File: src/design/ftn_mul.sv
// Shared unsigned multiplier with a registered product.
// Depends on nothing but the clock.
module ftn_mul (
	input  logic        clk,
	input  logic [47:0] a,
	input  logic [31:0] b,
	output logic [79:0] p
);
	logic [79:0] p_q;

	always_ff @(posedge clk) begin
		p_q <= 80'(a) * 80'(b);
	end

	assign p = p_q;
endmodule

File: config.mk
export PLATFORM = sky130hd
export DESIGN_NAME = ftn_mul
export DESIGN_NICKNAME = d
export VERILOG_FILES = /design/src/design/ftn_mul.sv
export SDC_FILE = /design/constraint.sdc
export NUM_CORES = 2
export LEC_CHECK = 0
export ABC_AREA = 0
export BUFFER_PORTS_ARGS = -buffer_cell sky130_fd_sc_hd__buf_4
export CORE_MARGIN = 10
export CORE_UTILIZATION = 48
export CTS_BUF_LIST = sky130_fd_sc_hd__clkbuf_4 sky130_fd_sc_hd__clkbuf_8
export DETAILED_ROUTE_END_ITERATION = 8
export PLACE_DENSITY_LB_ADDON = 0.2
export SETUP_SLACK_MARGIN = 0.4
export SYNTH_ARGS = -nofsm -noshare
export SYNTH_HDL_FRONTEND = slang
export SYNTH_SLANG_ARGS = --single-unit
File: constraint.sdc
create_clock -name clk -period 7.2 [get_ports clk]
set_input_delay 0 -clock clk [delete_from_list [all_inputs] [get_ports clk]]
set_output_delay 0 -clock clk [all_outputs]
set_load 0.05 [all_outputs]
==> metrics.txt <==
run status completed; core area 103600 um^2; clock buffer depth 2; clk sink count 80; Critical Path AT 7460 ps; clock-pin slew on the worst setup and hold paths 160 ps; Root Driver clkbuf_8; Final nets 7764; Critical Setup Path Class primary input to flop; area of the multi-input gates 42960 um^2; # DRC 0; Seq. cell area 1602 um^2; All-Layer GR Usage 0.2502; Final setup viols 0; leading cell type in the layout, fill and taps excluded inv_1; area delta synth->final 17.83%; syn_area_per_cell 8.989 um^2; total CTS buffers 9; max FFs per register 80; first-pass GRT wire length 228800 um; Synth Warn # 0; gr ovfl total 0; routed vias/inst 5.075; I/O Buffers 160; largest net degree at the start of global routing 34; Die Ht 343.5 um; global placement routability congestion 0.9045; Final ANT Viol Nets 0; initial DRC count 1816; crit-path max FO 13; period utilization 0.9758; Distinct cells, synth 73; count of final max-slew check failures 0; routed len/inst 19.48 um; sequential share of the synthesized area 0.03188; CTS tree built; Setup crit end kind flop; Net Count, Synth 7324; Pre-antenna DRT Iters 7; WP data required 7630 ps; ys flop type dfxtp_1; max cap viols 0; vias in the first global route 41820; Die Footprint 118000 um^2; post-DP HPWL 124700 um; Syn Inst Count 5588; number of synthesized flops with an enable pin 0; die width 343.5 um; Fill cells 9259; Critical Path Most Common Cell fa_1; worst-margin pin slew 532.5 ps; cts hold-fix bufs 0; final hold viol count 0; slowest CP cell fa_1; commonest cells after routing, fill and taps aside 1391 x inv_1, 1322 x fa_1, 915 x nand2_1; Fmax achieved 0.1423 GHz; critical path startpoint category primary input; Util after Layout 0.5710; Crit path largest cell delay 550 ps; initial core utilization 0.4846; Seq cells post-synth 80; layout cells sized above 1 0.1682; Setup TNS Final 0 ps; max_slew headroom 0.6413; FP Rows 118; Post-Syn Area 50230 um^2; H-tree depth 3; hold slack 130.4 ps; FFs w/ async S/R, synth 0; io pins 161; Hold Crit Class primary input to flop; routed wire length 144500 um; setup repair after global routing missed its margin yes; DP Worst Slack -809.1 ps; final worst slack 174.2 ps; Period minus WS final 7026 ps; initial antenna violation count 5; Via Count 37630
-- per-layer routing --
layer	GRT usage	vias to the layer above	wire [um]
met1	0.2817	19700	52030
met4	0.1295	0	9194
met3	0.02933	290	6414
li1	-	16710	-
met5	0	-	0
met2	0.4611	938	76840
-- path summary, 6_finish.rpt --
check	from	endpoint	slack, ps	cells after the start
hold / removal	a[0]	p[0]$_DFF_P_	130	4
setup / recovery	a[33]	p[77]$_DFF_P_	170	30
-- synthesized netlist by cell type, drive strengths merged (3+ instances only) --
| master | instances | area share |
|---|---|---|
| xnor2 | 48 | 0.0084 |
| buf | 15 | 0.0014 |
| o211ai | 8 | 0.0014 |
| inv | 1419 | 0.11 |
| o31ai | 4 | 0.00087 |
| o221ai | 4 | 0.00082 |
| o22ai | 3 | 0.00065 |
| ha | 279 | 0.069 |
| nand2 | 935 | 0.070 |
| o41ai | 3 | 0.00082 |
| nor4 | 3 | 0.00037 |
| a21o | 46 | 0.0069 |
| o21ai | 42 | 0.0044 |
| nand2b | 4 | 0.00050 |
| fa | 1376 | 0.55 |
| o21a | 12 | 0.0018 |
| nor2 | 46 | 0.0034 |
| a211oi | 7 | 0.0010 |
| dfxtp | 80 | 0.032 |
| a21oi | 89 | 0.0092 |
| clkbuf | 325 | 0.024 |
| a41oi | 3 | 0.00067 |
| nand3 | 18 | 0.0018 |
| or3 | 6 | 0.00085 |
| o21bai | 24 | 0.0037 |
| a31oi | 10 | 0.0014 |
| a211o | 4 | 0.00072 |
| xor2 | 27 | 0.0047 |
| and2 | 671 | 0.084 |
| nand4 | 23 | 0.0029 |
| or2 | 3 | 0.00037 |
| nor3 | 20 | 0.0020 |
| and3 | 3 | 0.00037 |
-- kinds of logic (layout without fill, tap and decap cells) --
kind of cell | count (synthesis) | in the layout | share of synthesized area
buf+inv | 1759 | 2204 | 0.1317
mux | 3 | 3 | 0.0006227
simple gates | 1736 | 1736 | 0.1666
other cells | 0 | 2 | 0
fa+ha+maj | 1655 | 1655 | 0.6179
xor+xnor | 75 | 75 | 0.01308
flops | 80 | 80 | 0.03188
compound gates | 280 | 280 | 0.03816
-- cell type report --
cell class	instances	area share
Antenna cell	2	0.00008456
Clock buffer	9	0.002093
Clock inverter	7	0.001311
Inverter	1419	0.09000
Multi-Input combinational cell	3749	0.7258
Sequential cell	80	0.02706
Tap cell	1380	0.02917
Timing Repair Buffer	769	0.1245
-- critical path: cells and delay by family --
family / cells / cell delay (ps)
adders and majority gates: 9 / 4310
AOI/OAI and AO/OA: 7 / 1270
buffers and inverters: 10 / 960
and+or+nand+nor: 4 / 900
-- repair_timing --
action,CTS,global route
resized for setup,242,238
gates cloned,2,5
buffers inserted,36,29
setup endpoints to repair,30,29
pin swaps,95,148
-- through the flow --
step	instances	cell area (um^2)
final	7415	59180
after global routing	7415	59180
after CTS	7379	57820
after detailed placement	7325	56270
after global placement	7325	56270
after floorplan	5588	50820
Power is left out: the tool's default activity adds up to more than one toggle a clock period on the data nets, which glitch-free logic cannot reach.
