## src/design/ftn_pkg.sv

```systemverilog
// Shared package for the field line tangent unit: codes, state encoding,
// body record and unit request/status structs. No dependencies.
package ftn_pkg;

	localparam int MAX_BODIES_DEF = 64;

	// request codes
	localparam logic [1:0] REQ_WRITE = 2'd0;
	localparam logic [1:0] REQ_EVAL  = 2'd1;
	localparam logic [1:0] REQ_CLEAR = 2'd2;

	// field modes
	localparam logic [2:0] MODE_GRAV  = 3'd0;
	localparam logic [2:0] MODE_ESTAT = 3'd1;
	localparam logic [2:0] MODE_ELEC  = 3'd2;
	localparam logic [2:0] MODE_MAG   = 3'd3;

	// register indexes
	localparam logic [2:0] CFG_MODE   = 3'd0;
	localparam logic [2:0] CFG_GRAV   = 3'd1;
	localparam logic [2:0] CFG_ELIN   = 3'd2;
	localparam logic [2:0] CFG_EQUAD  = 3'd3;
	localparam logic [2:0] CFG_ECUBIC = 3'd4;
	localparam logic [2:0] CFG_MAGX   = 3'd5;
	localparam logic [2:0] CFG_MAGY   = 3'd6;
	localparam logic [2:0] CFG_MAGZ   = 3'd7;

	// per-body field magnitude cap, 2^47 - 1
	localparam logic [46:0] MAG_CAP = '1;

	// divider iteration counts (quotient bits produced)
	localparam logic [6:0] DIV_BITS_GRAV = 7'd48;
	localparam logic [6:0] DIV_BITS_MAG  = 7'd47;
	localparam logic [6:0] DIV_BITS_UNIT = 7'd47;
	localparam logic [6:0] DIV_BITS_NORM = 7'd61;

	typedef struct packed {
		logic signed [31:0] px;
		logic signed [31:0] py;
		logic signed [31:0] pz;
		logic [30:0]        inv_mass;
		logic signed [31:0] charge;
	} body_t;

	typedef struct packed {
		logic        start;
		logic [64:0] rem0;
		logic [63:0] num;
		logic [63:0] den;
		logic [6:0]  iters;
	} div_req_t;

	typedef struct packed {
		logic busy;
		logic done;
	} unit_stat_t;

	typedef enum logic [4:0] {
		S_IDLE, S_PM, S_PA, S_RD, S_LD, S_WDIV, S_R2, S_R2CHK, S_SQRT, S_MDIV,
		S_UM, S_UMW, S_TM, S_NEXT, S_FIN, S_NLD, S_NSH, S_NSQ, S_NSQS, S_NSQRT,
		S_NDIV, S_NDIVW, S_NEND, S_DONE
	} state_t;

	function automatic logic signed [31:0] sat32(input logic signed [63:0] v);
		if (v > 64'sd2147483647) return 32'sh7fffffff;
		else if (v < -64'sd2147483648) return 32'sh80000000;
		else return v[31:0];
	endfunction

	function automatic logic [31:0] abs32(input logic signed [31:0] v);
		return v[31] ? (~v + 32'd1) : v;
	endfunction

	function automatic logic [63:0] abs64(input logic signed [63:0] v);
		return v[63] ? (~v + 64'd1) : v;
	endfunction

endpackage

```

## src/design/ftn_div.sv

```systemverilog
// Bit-serial restoring divider, one quotient bit per cycle.
// Uses ftn_pkg for the request and status structs.
module ftn_div
	import ftn_pkg::*;
(
	input  logic       clk,
	input  logic       arst_n,
	input  div_req_t   req,
	output unit_stat_t stat,
	output logic [63:0] q
);
	logic        busy_q, done_q;
	logic [6:0]  cnt_q;
	logic [64:0] rem_q;
	logic [63:0] num_q, den_q, q_q;
	logic [64:0] rem_sh;
	logic        ge;

	assign rem_sh = {rem_q[63:0], num_q[63]};
	assign ge     = rem_sh >= {1'b0, den_q};

	always_ff @(posedge clk or negedge arst_n) begin
		if (!arst_n) begin
			busy_q <= 1'b0;
			done_q <= 1'b0;
			cnt_q  <= '0;
		end else begin
			done_q <= 1'b0;
			if (req.start && !busy_q) begin
				busy_q <= 1'b1;
				cnt_q  <= req.iters;
			end else if (busy_q) begin
				cnt_q <= cnt_q - 7'd1;
				if (cnt_q == 7'd1) begin
					busy_q <= 1'b0;
					done_q <= 1'b1;
				end
			end
		end
	end

	always_ff @(posedge clk) begin
		if (req.start && !busy_q) begin
			rem_q <= req.rem0;
			num_q <= req.num;
			den_q <= req.den;
			q_q   <= '0;
		end else if (busy_q) begin
			num_q <= {num_q[62:0], 1'b0};
			rem_q <= ge ? (rem_sh - {1'b0, den_q}) : rem_sh;
			q_q   <= {q_q[62:0], ge};
		end
	end

	assign stat = '{busy: busy_q, done: done_q};
	assign q    = q_q;
endmodule

```

## config.mk

```make
export PLATFORM = sky130hd
export DESIGN_NAME = ftn_div
export DESIGN_NICKNAME = d
export VERILOG_FILES = /design/src/design/ftn_pkg.sv /design/src/design/ftn_div.sv
export SDC_FILE = /design/constraint.sdc
export NUM_CORES = 1
export LEC_CHECK = 0
export BUFFER_PORTS_ARGS = -buffer_cell sky130_fd_sc_hd__buf_2
export CAP_MARGIN = 20
export CORE_MARGIN = 2
export CORE_UTILIZATION = 53
export CTS_BUF_LIST = sky130_fd_sc_hd__clkbuf_4
export CTS_CLUSTER_SIZE = 40
export DETAILED_ROUTE_END_ITERATION = 12
export HOLD_SLACK_MARGIN = 0.08
export PLACE_DENSITY = 0.79
export SLEW_MARGIN = 15
export SYNTH_ARGS = -nofsm -noshare
export SYNTH_HDL_FRONTEND = slang
export SYNTH_SLANG_ARGS = --single-unit
```

## constraint.sdc

```tcl
create_clock -name clk -period 3.9 [get_ports clk]
set_input_delay 0.39 -clock clk [delete_from_list [all_inputs] [get_ports clk]]
set_output_delay 0.39 -clock clk [all_outputs]
set_load 0.01 [all_outputs]
```

==> reports/results.txt <==
Syn. warnings - 0
Netlist cell types - 75
Lkg Pwr - 0.00879 µW
Die height - 172 µm
Top cell type's share of synthesized area - 0.386
Slew margin rel. - 0.354
Iter 0 DRT Violations - 1197
Area leader, netlist - edfxtp_1
Final hold vios - 0
Crit share post-route - 0.949
Core Area - 27800 µm²
Initial antenna violation count - 3
Num CTS Buffers - 75
Starting density of the core - 0.538
Total power - 14700 µW
Arr. time, crit path - 4100 ps
Die area - 29600 µm²
Worst-skew pair later-pin latency - 710 ps
CP Cell Sequence - inv_1, ha_1, inv_1, fa_1, a211oi_1, o21ai_1, nor4b_1, o32ai_4, o21ai_2, a21oi_1, nand2b_1, and3_1, o21ai_1, a21oi_1
Area contributors post-synth - edfxtp_1 39%, nand2_1 10%, dfxtp_1 8.6%, ha_1 5.5%, o21ai_0 3.5%
Crit path max fanout - 4
Final instance area - 19500 µm²
Vias/cell - 5.56
Synth Area in Compound Gates - 0.158
NumNets Final - 2398
Syn_area_per_cell - 9.01 µm²
Layout Area Growth over Synthesis - 30.7%
Total grt overflow - 0
Pin count of the biggest net entering global routing - 150
Fraction of layout cells with a size suffix above 1 - 0.197
VDD IR max - 618 µV
Setup CP Type - register to register
Post-Synth Adder-Cell Area - 0.0566
DR pass1 iterations - 6
Hold/Removal Path Class - input pin to register
Largest incremental delay on the critical path - 800 ps
WL/cell - 17.3 µm
Row count - 61
Worst-path clk slew - 70 ps
Util after Layout - 0.703
Antenna-violating nets left - 0
Mapped Cells - 1660
Ys flop type - edfxtp_1
Number of global-route vias before repair - 14.1k
Fillers - 2021
DRC - 0
CTS tree - built
First-pass GRT wire length - 68100 µm
Highest-count cells in the layout ignoring fill and taps - 404 x nand2_1, 267 x buf_2, 194 x dlygate4sd3_1
Placed inst area - 16600 µm²
PwrDens - 754 nW/µm²
RSZ-0062 raised after global routing - no
Largest family of logic cells by synthesized area - simple AND/OR/NAND/NOR gates
Maximum root-to-sink buffer count - 3
Chip Width - 172 µm
Simple-Gate Fraction of Synth Area - 0.212
Fmax - 270 MHz
Routed vias - 14.3k
Multi-input logic area - 6940 µm²
Register area - 7280 µm²
Setup Fix Bufs, Post-CTS - 0
Final setup vio count - 0
Max Cap Viol - 0
Placed wire-length estimate - 26500 µm
TNS Setup - 0 ps
Commonest non-fill, non-tap cell in the layout - nand2_1
Tot GR Track Use - 0.289
Root Driver - clkbuf_4
Final RePlAce weighted congestion - 0.923
Synthesis-stage register bit count - 265
Synth Cell Area - 15000 µm²
XOR/XNOR Fraction of Synth Area - 0.0334
Non-Filler Instances - 2570
Number of synthesized flops with an enable pin - 192
Io pins - 269
Syn Nets - 1930
Clock sink count - 265
CP required - 4300 ps
Async SR Flop Fraction - 0.0340
Sequential share of the synthesized area - 0.486
Slew Limit Fails - 0
Placed cells - 2234
Post-layout min period - 3700 ps
Critical Path Source Type - register
Slew @ Worst Pin - 955 ps
Clock skew - 81.1 ps
Outcome - finished, final reports clean
Drt total wl - 44400 µm
Proportion of synthesized area in mux cells - 0.00268
Critical Path End Type - register
IO buf count - 267
Clock H-tree levels - 3
Critical-path top delay cell - nor4b_1
## final cells by class
class                   count  share of cell area
flip-flops and latches    265               0.372
inverters                  89              0.0175
multi-input cells        1215               0.355
well taps                 378              0.0242
clock buffers             113              0.0434
clock inverters            21             0.00672
diodes                      7            0.000897
repair buffers            482               0.179
## final timing paths
check                           startpoint        end  slack (ps)  depth (start not counted)
worst max-delay path             num_q[63]  rem_q[62]         200                         14
worst min-delay path              req[180]  rem_q[45]         120                          3
worst max register to register   num_q[63]  rem_q[62]         200                         14
worst min register to register       q[46]      q[47]         460                          2
max in group asynchronous           arst_n     busy_q        2320                          4
min in group asynchronous           arst_n   cnt_q[0]         670                          3
## worst max-delay path, delay by kind of cell (launching register included)
family                     cells  cell delay [ps]
buffers and inverters          2              120
DFF                            1              350
and+or+nand+nor                3             1190
adders and majority gates      2              420
AOI/OAI and AO/OA              7             1320
## cell families (layout without fill, tap and decap cells)
family,count (synthesis),in the layout
adder cells (fa/ha/maj),67,67
AO/OA/AOI/OAI,377,377
other,0,7
flip-flops,265,265
buffers and inverters,180,705
multiplexers,4,4
XOR/XNOR,57,57
AND/OR/NAND/NOR,710,710
## through the flow
step / hold slack (ps) / setup WS [ps]
floorplan: 94.4 / 433
global placement: 254 / 316
detailed placement: 258 / 215
CTS: 85.3 / 187
global route: 93.9 / 4.49
finish: 119 / 200
## sequential cells by signal (all words and copies together) (netlist names)
| name | cells |
|---|---|
| busy_q | 1 |
| done_q | 1 |
| cnt_q | 7 |
| den_q | 64 |
| rem_q | 64 |
| q | 64 |
| num_q | 64 |
## cells in the mapped netlist, types with 4 or more instances
library cell    n
and3_1          9
dfxtp_1        64
and2_1          4
inv_1          89
a21oi_1       100
buf_2          11
o21ai_0       106
nor2b_1         8
dfrtp_1         9
nand4_1        24
nand3_1        18
nor3_1         33
o21a_1         10
mux2i_1         4
xnor2_1        33
or3_1           4
o21ai_1         5
buf_6           7
nor4_1          5
nor2_1        103
xor2_1         24
ha_1           66
edfxtp_1      192
nand2_1       404
o31ai_1         7
a31oi_1        51
nand2b_1       71
a211o_1         5
a221o_1         4
a211oi_1        7
a41oi_1         4
and4_1          7
o211ai_1       14
a21o_1         23
o21bai_1       13
buf_4           4
clkbuf_1       66
## report_power, final
part	switching (µW)	internal, µW	leakage (µW)
Sequential	653	4450	0.00265
Combinational	4050	2890	0.00556
Clock	1300	1400	0.000575
## timing repair
| item | in CTS | in global routing |
|---|---|---|
| gates resized for setup | 0 | 1 |
| setup endpoints to repair | 0 | 2 |
| hold buffers | 194 | 0 |
| hold endpoints to repair | 200 | 0 |
## metal layers
metal | global-route usage | wire length, µm | vias to the layer above
li1 | - | - | 6785
met1 | 0.350 | 17500 | 6645
met2 | 0.491 | 21700 | 741
met3 | 0.0652 | 3590 | 128
met4 | 0.136 | 1600 | 0
met5 | 0 | 0 | -
Power figures use the tool's default switching activity.
