## src/design/ftn_pkg.sv

```systemverilog
// Shared package for the field line tangent unit: codes, state encoding,
// body record and unit request/status structs. No dependencies.
package ftn_pkg;

	localparam int MAX_BODIES_DEF = 64;

	// request codes
	localparam logic [1:0] REQ_WRITE = 2'd0;
	localparam logic [1:0] REQ_EVAL  = 2'd1;
	localparam logic [1:0] REQ_CLEAR = 2'd2;

	// field modes
	localparam logic [2:0] MODE_GRAV  = 3'd0;
	localparam logic [2:0] MODE_ESTAT = 3'd1;
	localparam logic [2:0] MODE_ELEC  = 3'd2;
	localparam logic [2:0] MODE_MAG   = 3'd3;

	// register indexes
	localparam logic [2:0] CFG_MODE   = 3'd0;
	localparam logic [2:0] CFG_GRAV   = 3'd1;
	localparam logic [2:0] CFG_ELIN   = 3'd2;
	localparam logic [2:0] CFG_EQUAD  = 3'd3;
	localparam logic [2:0] CFG_ECUBIC = 3'd4;
	localparam logic [2:0] CFG_MAGX   = 3'd5;
	localparam logic [2:0] CFG_MAGY   = 3'd6;
	localparam logic [2:0] CFG_MAGZ   = 3'd7;

	// per-body field magnitude cap, 2^47 - 1
	localparam logic [46:0] MAG_CAP = '1;

	// divider iteration counts (quotient bits produced)
	localparam logic [6:0] DIV_BITS_GRAV = 7'd48;
	localparam logic [6:0] DIV_BITS_MAG  = 7'd47;
	localparam logic [6:0] DIV_BITS_UNIT = 7'd47;
	localparam logic [6:0] DIV_BITS_NORM = 7'd61;

	typedef struct packed {
		logic signed [31:0] px;
		logic signed [31:0] py;
		logic signed [31:0] pz;
		logic [30:0]        inv_mass;
		logic signed [31:0] charge;
	} body_t;

	typedef struct packed {
		logic        start;
		logic [64:0] rem0;
		logic [63:0] num;
		logic [63:0] den;
		logic [6:0]  iters;
	} div_req_t;

	typedef struct packed {
		logic busy;
		logic done;
	} unit_stat_t;

	typedef enum logic [4:0] {
		S_IDLE, S_PM, S_PA, S_RD, S_LD, S_WDIV, S_R2, S_R2CHK, S_SQRT, S_MDIV,
		S_UM, S_UMW, S_TM, S_NEXT, S_FIN, S_NLD, S_NSH, S_NSQ, S_NSQS, S_NSQRT,
		S_NDIV, S_NDIVW, S_NEND, S_DONE
	} state_t;

	function automatic logic signed [31:0] sat32(input logic signed [63:0] v);
		if (v > 64'sd2147483647) return 32'sh7fffffff;
		else if (v < -64'sd2147483648) return 32'sh80000000;
		else return v[31:0];
	endfunction

	function automatic logic [31:0] abs32(input logic signed [31:0] v);
		return v[31] ? (~v + 32'd1) : v;
	endfunction

	function automatic logic [63:0] abs64(input logic signed [63:0] v);
		return v[63] ? (~v + 64'd1) : v;
	endfunction

endpackage

```

## src/design/ftn_sqrt.sv

```systemverilog
// Iterative integer square root, floor(sqrt(v)) of 64 bits in 32 steps.
// Uses ftn_pkg for the status struct.
module ftn_sqrt
	import ftn_pkg::*;
(
	input  logic        clk,
	input  logic        arst_n,
	input  logic        start,
	input  logic [63:0] v,
	output unit_stat_t  stat,
	output logic [31:0] r
);
	logic        busy_q, done_q;
	logic [4:0]  cnt_q;
	logic [63:0] v_q, r_q, b_q, t;

	assign t = r_q + b_q;

	always_ff @(posedge clk or negedge arst_n) begin
		if (!arst_n) begin
			busy_q <= 1'b0;
			done_q <= 1'b0;
			cnt_q  <= '0;
		end else begin
			done_q <= 1'b0;
			if (start && !busy_q) begin
				busy_q <= 1'b1;
				cnt_q  <= 5'd31;
			end else if (busy_q) begin
				cnt_q <= cnt_q - 5'd1;
				if (cnt_q == 5'd0) begin
					busy_q <= 1'b0;
					done_q <= 1'b1;
				end
			end
		end
	end

	always_ff @(posedge clk) begin
		if (start && !busy_q) begin
			v_q <= v;
			r_q <= '0;
			b_q <= 64'd1 << 62;
		end else if (busy_q) begin
			if (v_q >= t) begin
				v_q <= v_q - t;
				r_q <= (r_q >> 1) + b_q;
			end else begin
				r_q <= r_q >> 1;
			end
			b_q <= b_q >> 2;
		end
	end

	assign stat = '{busy: busy_q, done: done_q};
	assign r    = r_q[31:0];
endmodule

```

## config.mk

```make
export PLATFORM = sky130hd
export DESIGN_NAME = ftn_sqrt
export DESIGN_NICKNAME = d
export VERILOG_FILES = /design/src/design/ftn_pkg.sv /design/src/design/ftn_sqrt.sv
export SDC_FILE = /design/constraint.sdc
export NUM_CORES = 1
export LEC_CHECK = 0
export BUFFER_PORTS_ARGS = -buffer_cell sky130_fd_sc_hd__buf_2
export CORE_MARGIN = 2
export CORE_UTILIZATION = 68
export DETAILED_ROUTE_END_ITERATION = 16
export HOLD_SLACK_MARGIN = 0.05
export PLACE_DENSITY = 0.95
export SETUP_SLACK_MARGIN = 0.2
export SLEW_MARGIN = 20
export SYNTH_ARGS = -nofsm -noshare
export SYNTH_HDL_FRONTEND = slang
export SYNTH_SLANG_ARGS = --single-unit
```

## constraint.sdc

```tcl
create_clock -name clk -period 17.58 [get_ports clk]
set_input_delay 3.516 -clock clk [delete_from_list [all_inputs] [get_ports clk]]
set_output_delay 3.516 -clock clk [all_outputs]
set_load 0.01 [all_outputs]
```

==> results_tabular.tex, run 1 <==
\begin{tabular}{lr}
\hline
Metric & Value \\
\hline
\multicolumn{2}{l}{\textbf{Status}} \\
\quad Run status & completed \\
\multicolumn{2}{l}{\textbf{Finish}} \\
\quad Layout Nets & 2181 \\
\quad Reg area & 4020 um2 \\
\quad Diodes inserted & 0 \\
\quad Area overhead of the layout relative to synthesis & 5.458\% \\
\quad Share of cells above drive strength 1 & 9.278\% \\
\quad Area of combinational cells with multiple inputs & 10460 um2 \\
\quad Fill cells & 1662 \\
\multicolumn{2}{l}{\textbf{Setup path}} \\
\quad Required time reported for the critical path endpoint & 17.66 ns \\
\quad Type of element capturing the critical path & register \\
\quad Type of element launching the critical path & register \\
\quad Crit-path max FO & 65 \\
\quad Reg2Reg Setup Slack & 10.81 ns \\
\quad Critical path arrival & 6.84 ns \\
\quad Startpoint-to-endpoint class of the critical path & reg2reg \\
\multicolumn{2}{l}{\textbf{Detailed routing}} \\
\quad Number of nets with antenna violations after routing & 0 \\
\quad First-pass DRT Iterations & 10 \\
\quad Aggregate routed wire length & 43.09 mm \\
\quad Vias post-DR & 15323 \\
\quad Routed wire length per instance & 18.95 um \\
\quad DRC marker count from the first detailed-route iteration & 2165 \\
\quad Final routed DRC violation total & 0 \\
\quad Per-cell via count in the routed design & 6.738 \\
\multicolumn{2}{l}{\textbf{Clocking}} \\
\quad Number of hold buffers added after CTS & 0 \\
\quad Reg clk slew, reported paths & 0.08 ns \\
\quad Clock buffer count from CTS & 17 \\
\quad CTS HTree Levels & 4 \\
\quad Post-CTS Setup Bufs & 0 \\
\quad Clock root buffer & sky130\_fd\_sc\_hd\_\_clkbuf\_16 \\
\quad Number of gates given a new drive strength after cts & 0 \\
\quad Clock tree from TritonCTS & built \\
\quad Maximum buffer depth of the clock tree & 2 \\
\quad Count of clock tree sinks & 167 \\
\quad Clk\_lat worst skew & 0.46 ns \\
\multicolumn{2}{l}{\textbf{Global routing}} \\
\quad Via count of the first global-routing pass & 13984 \\
\quad Antenna violations before repair & 0 \\
\quad Wire length of the first global-routing pass & 69.51 mm \\
\quad Global route total overflow & 0 \\
\quad Pin count of the biggest net entering global routing & 88 \\
\quad Total routing usage reported by global routing & 35.81\% \\
\multicolumn{2}{l}{\textbf{STA}} \\
\quad Time the final worst path needs with I/O delays and setup & 6.769 ns \\
\quad Transition at the pin with the smallest max-transition slack & 1.055 ns \\
\quad Worst slew margin relative to its limit & 29.52\% \\
\quad Count of final hold-check violations & 0 \\
\quad Worst clock skew & 0.01503 ns \\
\quad Number of setup violations in the final report & 0 \\
\quad Max-slew violation total from the final report & 0 \\
\quad Maximum frequency from static timing analysis & 147.7 MHz \\
\quad Setup TNS after final layout & 0 ns \\
\quad Setup repair after global routing missed its margin & no \\
\quad Final period util & 38.50\% \\
\multicolumn{2}{l}{\textbf{Min path}} \\
\quad Hold crit path type & reg2reg \\
\multicolumn{2}{l}{\textbf{Floorplanning}} \\
\quad Initial Utilization & 69.53\% \\
\quad Die X-Extent & 153.8 um \\
\quad Area of the placeable core & 21960 um2 \\
\quad Die Footprint & 23670 um2 \\
\quad Cell row count & 54 \\
\quad Y dimension of the die & 153.8 um \\
\quad Number of primary I/O pins & 101 \\
\multicolumn{2}{l}{\textbf{Synthesis}} \\
\quad Cell type with the largest total area after synthesis & sky130\_fd\_sc\_hd\_\_dfxtp\_1 \\
\quad Post-Syn Area per Cell & 7.649 um2 \\
\quad Count of unique library cells instantiated by Yosys & 88 \\
\quad Synth Flop Type & sky130\_fd\_sc\_hd\_\_dfxtp\_1 \\
\quad Synth area leaders & sky130\_fd\_sc\_hd\_\_dfxtp\_1 (13\%), sky130\_fd\_sc\_hd\_\_edfxtp\_1 (13\%), sky130\_fd\_sc\_hd\_\_ha\_1 (11\%), sky130\_fd\_sc\_hd\_\_nand2\_1 (7.2\%), sky130\_fd\_sc\_hd\_\_o21ai\_0 (6.2\%) \\
\quad Async S/R FF share, synth & 4.192\% \\
\quad Number of enable flip-flop cells after synthesis & 64 \\
\quad Total of flip-flops plus latches after synthesis & 167 \\
\quad Synthesized Nets & 2196 \\
\quad Mapped Cells & 1996 \\
\quad Area of the mapped netlist & 15270 um2 \\
\quad Yosys Warn Count & 0 \\
\quad Post-synth top area share & 12.59\% \\
\quad Sequential cell area fraction in the yosys report & 26.32\% \\
\multicolumn{2}{l}{\textbf{Placement}} \\
\quad Placed wire-length estimate & 31.21 mm \\
\quad Count of port buffers added during placement & 100 \\
\quad Final weighted congestion in routability-driven placement & 1.001 \\
\multicolumn{2}{l}{\textbf{Run}} \\
\quad Max-capacitance violation count & 0 \\
\hline
\end{tabular}
==> layout by cell type, fill, tap and decap left out, types with 9 or more instances in the layout <==
cell type	instances
sky130_fd_sc_hd__o211ai_1	10
sky130_fd_sc_hd__dfxtp_1	96
sky130_fd_sc_hd__a31oi_1	70
sky130_fd_sc_hd__inv_1	32
sky130_fd_sc_hd__nand3_1	40
sky130_fd_sc_hd__a21o_1	32
sky130_fd_sc_hd__clkbuf_16	17
sky130_fd_sc_hd__a31o_2	15
sky130_fd_sc_hd__a21oi_1	172
sky130_fd_sc_hd__o31ai_1	9
sky130_fd_sc_hd__nand2_1	290
sky130_fd_sc_hd__nand4_1	47
sky130_fd_sc_hd__xor2_1	95
sky130_fd_sc_hd__xnor2_1	80
sky130_fd_sc_hd__buf_2	100
sky130_fd_sc_hd__nor2b_1	18
sky130_fd_sc_hd__o21bai_1	24
sky130_fd_sc_hd__o21ai_0	190
sky130_fd_sc_hd__o21a_1	13
sky130_fd_sc_hd__nor2_1	175
sky130_fd_sc_hd__edfxtp_1	64
sky130_fd_sc_hd__nor3_1	29
sky130_fd_sc_hd__nand2b_1	17
sky130_fd_sc_hd__and2_1	14
sky130_fd_sc_hd__or3_1	9
sky130_fd_sc_hd__ha_1	132
sky130_fd_sc_hd__and3_1	23
==> final timing paths <==
check                                    start              endpoint  cells after the start
max reg2reg                r_q[2]$_SDFFE_PP0P_     v_q[21]$_DFFE_PP_                     22
max                        r_q[2]$_SDFFE_PP0P_     v_q[21]$_DFFE_PP_                     22
min in group asynchronous               arst_n  cnt_q[2]$_DFFE_PN0P_                      1
min                        r_q[0]$_SDFFE_PP0P_   r_q[0]$_SDFFE_PP0P_                      2
min reg2reg                r_q[0]$_SDFFE_PP0P_   r_q[0]$_SDFFE_PP0P_                      2
max in group asynchronous               arst_n      busy_q$_DFF_PN0_                      1
==> state kept, by name (all words and copies together) (netlist names) <==
register,flops
b_q,32
busy_q,1
cnt_q,5
done_q,1
r_q,64
v_q,64
==> synth_stat cells (all sizes together), types with 13 or more instances <==
cell / count
a21oi: 174
clkbuf: 74
nor3: 29
xor2: 95
o21a: 13
nand3: 41
edfxtp: 64
a31oi: 72
a31o: 16
nand2b: 17
dfxtp: 96
and3: 24
nand2: 291
nor2: 178
xnor2: 80
nor2b: 18
and2: 16
inv: 33
o21ai: 198
o21bai: 24
ha: 132
buf: 67
nand4: 47
a21o: 32
==> worst max-delay path: stages (launching register included) <==
cell and delay, ns:
sky130_fd_sc_hd__dfxtp_1 0.44, sky130_fd_sc_hd__ha_1 0.30, sky130_fd_sc_hd__a31oi_1 0.35, sky130_fd_sc_hd__a21oi_1 0.12
sky130_fd_sc_hd__a21oi_1 0.29, sky130_fd_sc_hd__o21ai_1 0.27, sky130_fd_sc_hd__a41oi_1 0.51, sky130_fd_sc_hd__nand2_1 0.17
sky130_fd_sc_hd__a21o_1 0.23, sky130_fd_sc_hd__a21oi_1 0.24, sky130_fd_sc_hd__o21bai_1 0.12, sky130_fd_sc_hd__xnor2_1 0.14
sky130_fd_sc_hd__ha_1 0.43, sky130_fd_sc_hd__and3_1 0.30, sky130_fd_sc_hd__nand2_1 0.12, sky130_fd_sc_hd__nor2_1 0.15
sky130_fd_sc_hd__and4_1 0.23, sky130_fd_sc_hd__nand2_1 0.09, sky130_fd_sc_hd__o21ai_4 0.13, sky130_fd_sc_hd__buf_4 0.56
sky130_fd_sc_hd__nor2_1 0.31, sky130_fd_sc_hd__nor2_4 0.14, sky130_fd_sc_hd__buf_4 0.69
==> final cells by class <==
type | instances | share of cell area [%]
clock inverter | 14 | 0.9325
tap | 280 | 2.176
sequential | 167 | 24.97
multi-input combinational | 1653 | 64.94
inverter | 35 | 0.8160
clock buffer | 18 | 2.728
timing repair buffer | 107 | 3.435
==> per-stage QoR <==
stage	std cells	instance area [um2]	worst slack, ns	hold WS (ns)	util (%)
after floorplan	1996	15270	9.977	0.4545	-
after global placement	2242	15510	11.21	0.4618	70.64
after detailed placement	2242	15510	11.01	0.4885	70.64
after CTS	2274	16100	10.96	0.5014	73.32
after global routing	2274	16100	10.52	0.5305	73.32
final	2274	16100	10.81	0.4966	73.32
==> cell families (layout without fill, tap and decap cells) <==
| kind of cell | after synthesis | in the layout | share of synthesized area (%) |
|---|---|---|---|
| adders and majority gates | 133 | 133 | 10.95 |
| buffers and inverters | 176 | 174 | 5.425 |
| DFF | 167 | 167 | 26.32 |
| and+or+nand+nor | 696 | 696 | 20.50 |
| muxes | 8 | 8 | 0.5327 |
| AOI/OAI and AO/OA | 641 | 641 | 26.23 |
| xor gates and xnor gates | 175 | 175 | 10.04 |
==> routing by layer <==
layer,GRT usage (%),up-vias,part of all wire [%]
li1,-,7190,-
met1,50.72,6903,41
met2,54.35,1078,43
met3,8.145,152,13
met4,11.57,0,3.0
met5,0,-,0
Power of run 1 is left out: the tool's default activity adds up to more than one toggle a clock period on the data nets, which glitch-free logic cannot reach.
==> run 2, diff against run 1 <==
--- a/config.mk
+++ b/config.mk
@@ -7,10 +7,10 @@
 export LEC_CHECK = 0
 export BUFFER_PORTS_ARGS = -buffer_cell sky130_fd_sc_hd__buf_2
 export CORE_MARGIN = 2
-export CORE_UTILIZATION = 68
+export CORE_UTILIZATION = 57
 export DETAILED_ROUTE_END_ITERATION = 16
 export HOLD_SLACK_MARGIN = 0.05
-export PLACE_DENSITY = 0.95
+export PLACE_DENSITY = 0.89
 export SETUP_SLACK_MARGIN = 0.2
 export SLEW_MARGIN = 20
 export SYNTH_ARGS = -nofsm -noshare
==> constraint.sdc (replaced) <==
create_clock -name clk -period 5.9 [get_ports clk]
set_input_delay 1.18 -clock clk [delete_from_list [all_inputs] [get_ports clk]]
set_output_delay 1.18 -clock clk [all_outputs]
set_load 0.01 [all_outputs]
==> run 2 against run 1 <==
Compared with the run above: count of clock-buffer cells in the layout up 1; first-iteration DRC count down 7.2%; highest routed layer unchanged; via count up 0.23%; core utilization down 10 points; non-clock buffer count up 32.
==> results_tabular.tex, run 2 (synthesis gave the netlist of run 1 again) <==
\begin{tabular}{lr}
\hline
Metric & Value \\
\hline
\multicolumn{2}{l}{\textbf{Global routing}} \\
\quad GRT Max-Usage Layer & met1 \\
\quad Total routing usage reported by global routing & 31.21\% \\
\quad Via count of the first global-routing pass & 13980 \\
\quad Met2 Use GR & 46.15\% \\
\quad Wire length of the first global-routing pass & 71.70 mm \\
\quad Global route total overflow & 0 \\
\quad Pin count of the biggest net entering global routing & 79 \\
\quad Antenna violations before repair & 0 \\
\quad GR Util met3 & 5.885\% \\
\quad GR Layer Usage met1 & 46.32\% \\
\multicolumn{2}{l}{\textbf{Finish}} \\
\quad Largest registers & r\_q: 64 flops, v\_q: 64 flops, b\_q: 32 flops \\
\quad Area overhead of the layout relative to synthesis & 8.376\% \\
\quad Layout Nets & 2213 \\
\quad Highest-count cells in the layout ignoring fill and taps & sky130\_fd\_sc\_hd\_\_nand2\_1 (290), sky130\_fd\_sc\_hd\_\_o21ai\_0 (189), sky130\_fd\_sc\_hd\_\_nor2\_1 (174) \\
\quad Diodes inserted & 0 \\
\quad Share of the core filled with cells in the final layout & 63.14\% \\
\quad Most common cell after layout, fill and taps aside & sky130\_fd\_sc\_hd\_\_nand2\_1 \\
\quad Share of cells above drive strength 1 & 11.95\% \\
\multicolumn{2}{l}{\textbf{Clocking}} \\
\quad Clock root buffer & sky130\_fd\_sc\_hd\_\_clkbuf\_16 \\
\quad Count of clock tree sinks & 167 \\
\quad Maximum buffer depth of the clock tree & 2 \\
\quad Clock tree from TritonCTS & built \\
\quad Clock buffer count from CTS & 17 \\
\quad CTS HTree Levels & 4 \\
\quad Reg clk slew, reported paths & 0.08 ns \\
\quad Clk\_lat worst skew & 0.45 ns \\
\multicolumn{2}{l}{\textbf{Placement}} \\
\quad Count of port buffers added during placement & 100 \\
\quad Final weighted congestion in routability-driven placement & 0.9819 \\
\quad Placed wire-length estimate & 33.51 mm \\
\multicolumn{2}{l}{\textbf{Status}} \\
\quad Run status & completed \\
\multicolumn{2}{l}{\textbf{Detailed routing}} \\
\quad Number of nets with antenna violations after routing & 0 \\
\quad Vias post-DR & 15358 \\
\quad Aggregate routed wire length & 45.51 mm \\
\quad Routed wire length per instance & 19.29 um \\
\quad Per-cell via count in the routed design & 6.508 \\
\quad Final routed DRC violation total & 0 \\
\quad DRC marker count from the first detailed-route iteration & 2009 \\
\quad First-pass DRT Iterations & 6 \\
\multicolumn{2}{l}{\textbf{Floorplanning}} \\
\quad Area of the placeable core & 26210 um2 \\
\quad Initial Utilization & 58.26\% \\
\quad Die Footprint & 28110 um2 \\
\quad Number of primary I/O pins & 101 \\
\quad Cell row count & 59 \\
\quad Y dimension of the die & 167.7 um \\
\quad Die X-Extent & 167.7 um \\
\multicolumn{2}{l}{\textbf{Setup path}} \\
\quad Type of element capturing the critical path & register \\
\quad Crit-path max FO & 5 \\
\quad Startpoint-to-endpoint class of the critical path & reg2reg \\
\quad Critical path arrival & 5.80 ns \\
\quad Type of element launching the critical path & register \\
\quad Required time reported for the critical path endpoint & 6.16 ns \\
\multicolumn{2}{l}{\textbf{STA}} \\
\quad Final period util & 94.00\% \\
\quad Max-slew violation total from the final report & 0 \\
\quad Setup TNS after final layout & 0 ns \\
\quad Time the final worst path needs with I/O delays and setup & 5.546 ns \\
\quad Count of final hold-check violations & 0 \\
\quad Worst clock skew & 0.01715 ns \\
\quad Transition at the pin with the smallest max-transition slack & 0.8059 ns \\
\quad Maximum frequency from static timing analysis & 180.3 MHz \\
\quad Number of setup violations in the final report & 0 \\
\quad Setup repair after global routing missed its margin & yes \\
\quad Worst hold slack after final layout & 0.4979 ns \\
\quad Worst slew margin relative to its limit & 46.27\% \\
\multicolumn{2}{l}{\textbf{Min path}} \\
\quad Hold crit path type & reg2reg \\
\multicolumn{2}{l}{\textbf{Run}} \\
\quad Max-capacitance violation count & 0 \\
\hline
\end{tabular}
==> run 2: final cells by class <==
cell class | count | area, um2
multi-input cells | 1653 | 10590
fillers | 2248 | 9661
flip-flops and latches | 167 | 4020
repair buffers | 139 | 833.3
clock buffers | 19 | 454.2
well taps | 335 | 419.2
inverters | 35 | 131.4
clock inverters | 12 | 101.3
==> run 2: worst paths after layout <==
check | from | to | slack, ns | cells after the start
setup / recovery | r_q[0]$_SDFFE_PP0P_ | v_q[61]$_DFFE_PP_ | 0.35 | 22
max in group asynchronous | arst_n | busy_q$_DFF_PN0_ | 5.17 | 1
setup reg to reg | r_q[0]$_SDFFE_PP0P_ | v_q[61]$_DFFE_PP_ | 0.35 | 22
hold reg to reg | r_q[0]$_SDFFE_PP0P_ | r_q[0]$_SDFFE_PP0P_ | 0.50 | 2
hold / removal | r_q[0]$_SDFFE_PP0P_ | r_q[0]$_SDFFE_PP0P_ | 0.50 | 2
min in group asynchronous | arst_n | done_q$_DFF_PN0_ | 0.56 | 1
==> run 2: critical path: stages (launching register included) <==
cell and delay (ns):
sky130_fd_sc_hd__dfxtp_1 0.33, sky130_fd_sc_hd__ha_1 0.23, sky130_fd_sc_hd__ha_1 0.21, sky130_fd_sc_hd__a21o_1 0.19, sky130_fd_sc_hd__a31o_1 0.24, sky130_fd_sc_hd__a211o_1 0.30, sky130_fd_sc_hd__a21o_1 0.24, sky130_fd_sc_hd__a221o_1 0.36
sky130_fd_sc_hd__a31oi_4 0.23, sky130_fd_sc_hd__o31ai_1 0.11, sky130_fd_sc_hd__nand2_1 0.10, sky130_fd_sc_hd__xor2_1 0.27, sky130_fd_sc_hd__ha_1 0.35, sky130_fd_sc_hd__a21oi_1 0.31, sky130_fd_sc_hd__o21ai_0 0.22, sky130_fd_sc_hd__a21oi_1 0.23
sky130_fd_sc_hd__o21ai_0 0.10, sky130_fd_sc_hd__a2111oi_1 0.40, sky130_fd_sc_hd__nor2_1 0.07, sky130_fd_sc_hd__a31o_2 0.25, sky130_fd_sc_hd__a41oi_2 0.24, sky130_fd_sc_hd__nor2_1 0.08, sky130_fd_sc_hd__a311oi_1 0.28
==> run 2: per-stage QoR <==
stage          cell area [um2]  setup slack, ns  instances
6_report                 16550           0.3541       2360
4_1_cts                  16370           0.2212       2355
5_1_grt                  16550          0.09945       2360
2_1_floorplan            15280           0.2390       1996
3_3_place_gp             15820           0.3408       2324
3_5_place_dp             15820           0.1909       2324
==> run 2: layer usage <==
metal | vias to the layer above | wire length [um]
met3 | 100 | 5400
met5 | - | 0
met4 | 0 | 1002
met2 | 897 | 19100
li1 | 7246 | -
met1 | 7115 | 20010
==> run 2: what timing repair did <==
item,in CTS,in global routing
cloned,0,1
hold buffers,0,0
buffers inserted,0,4
endpoints found under the setup margin,1,133
pin swaps,0,4
gates resized for setup,1,29
hold endpoints to repair,0,0
Power of run 2 is left out for the same reason.
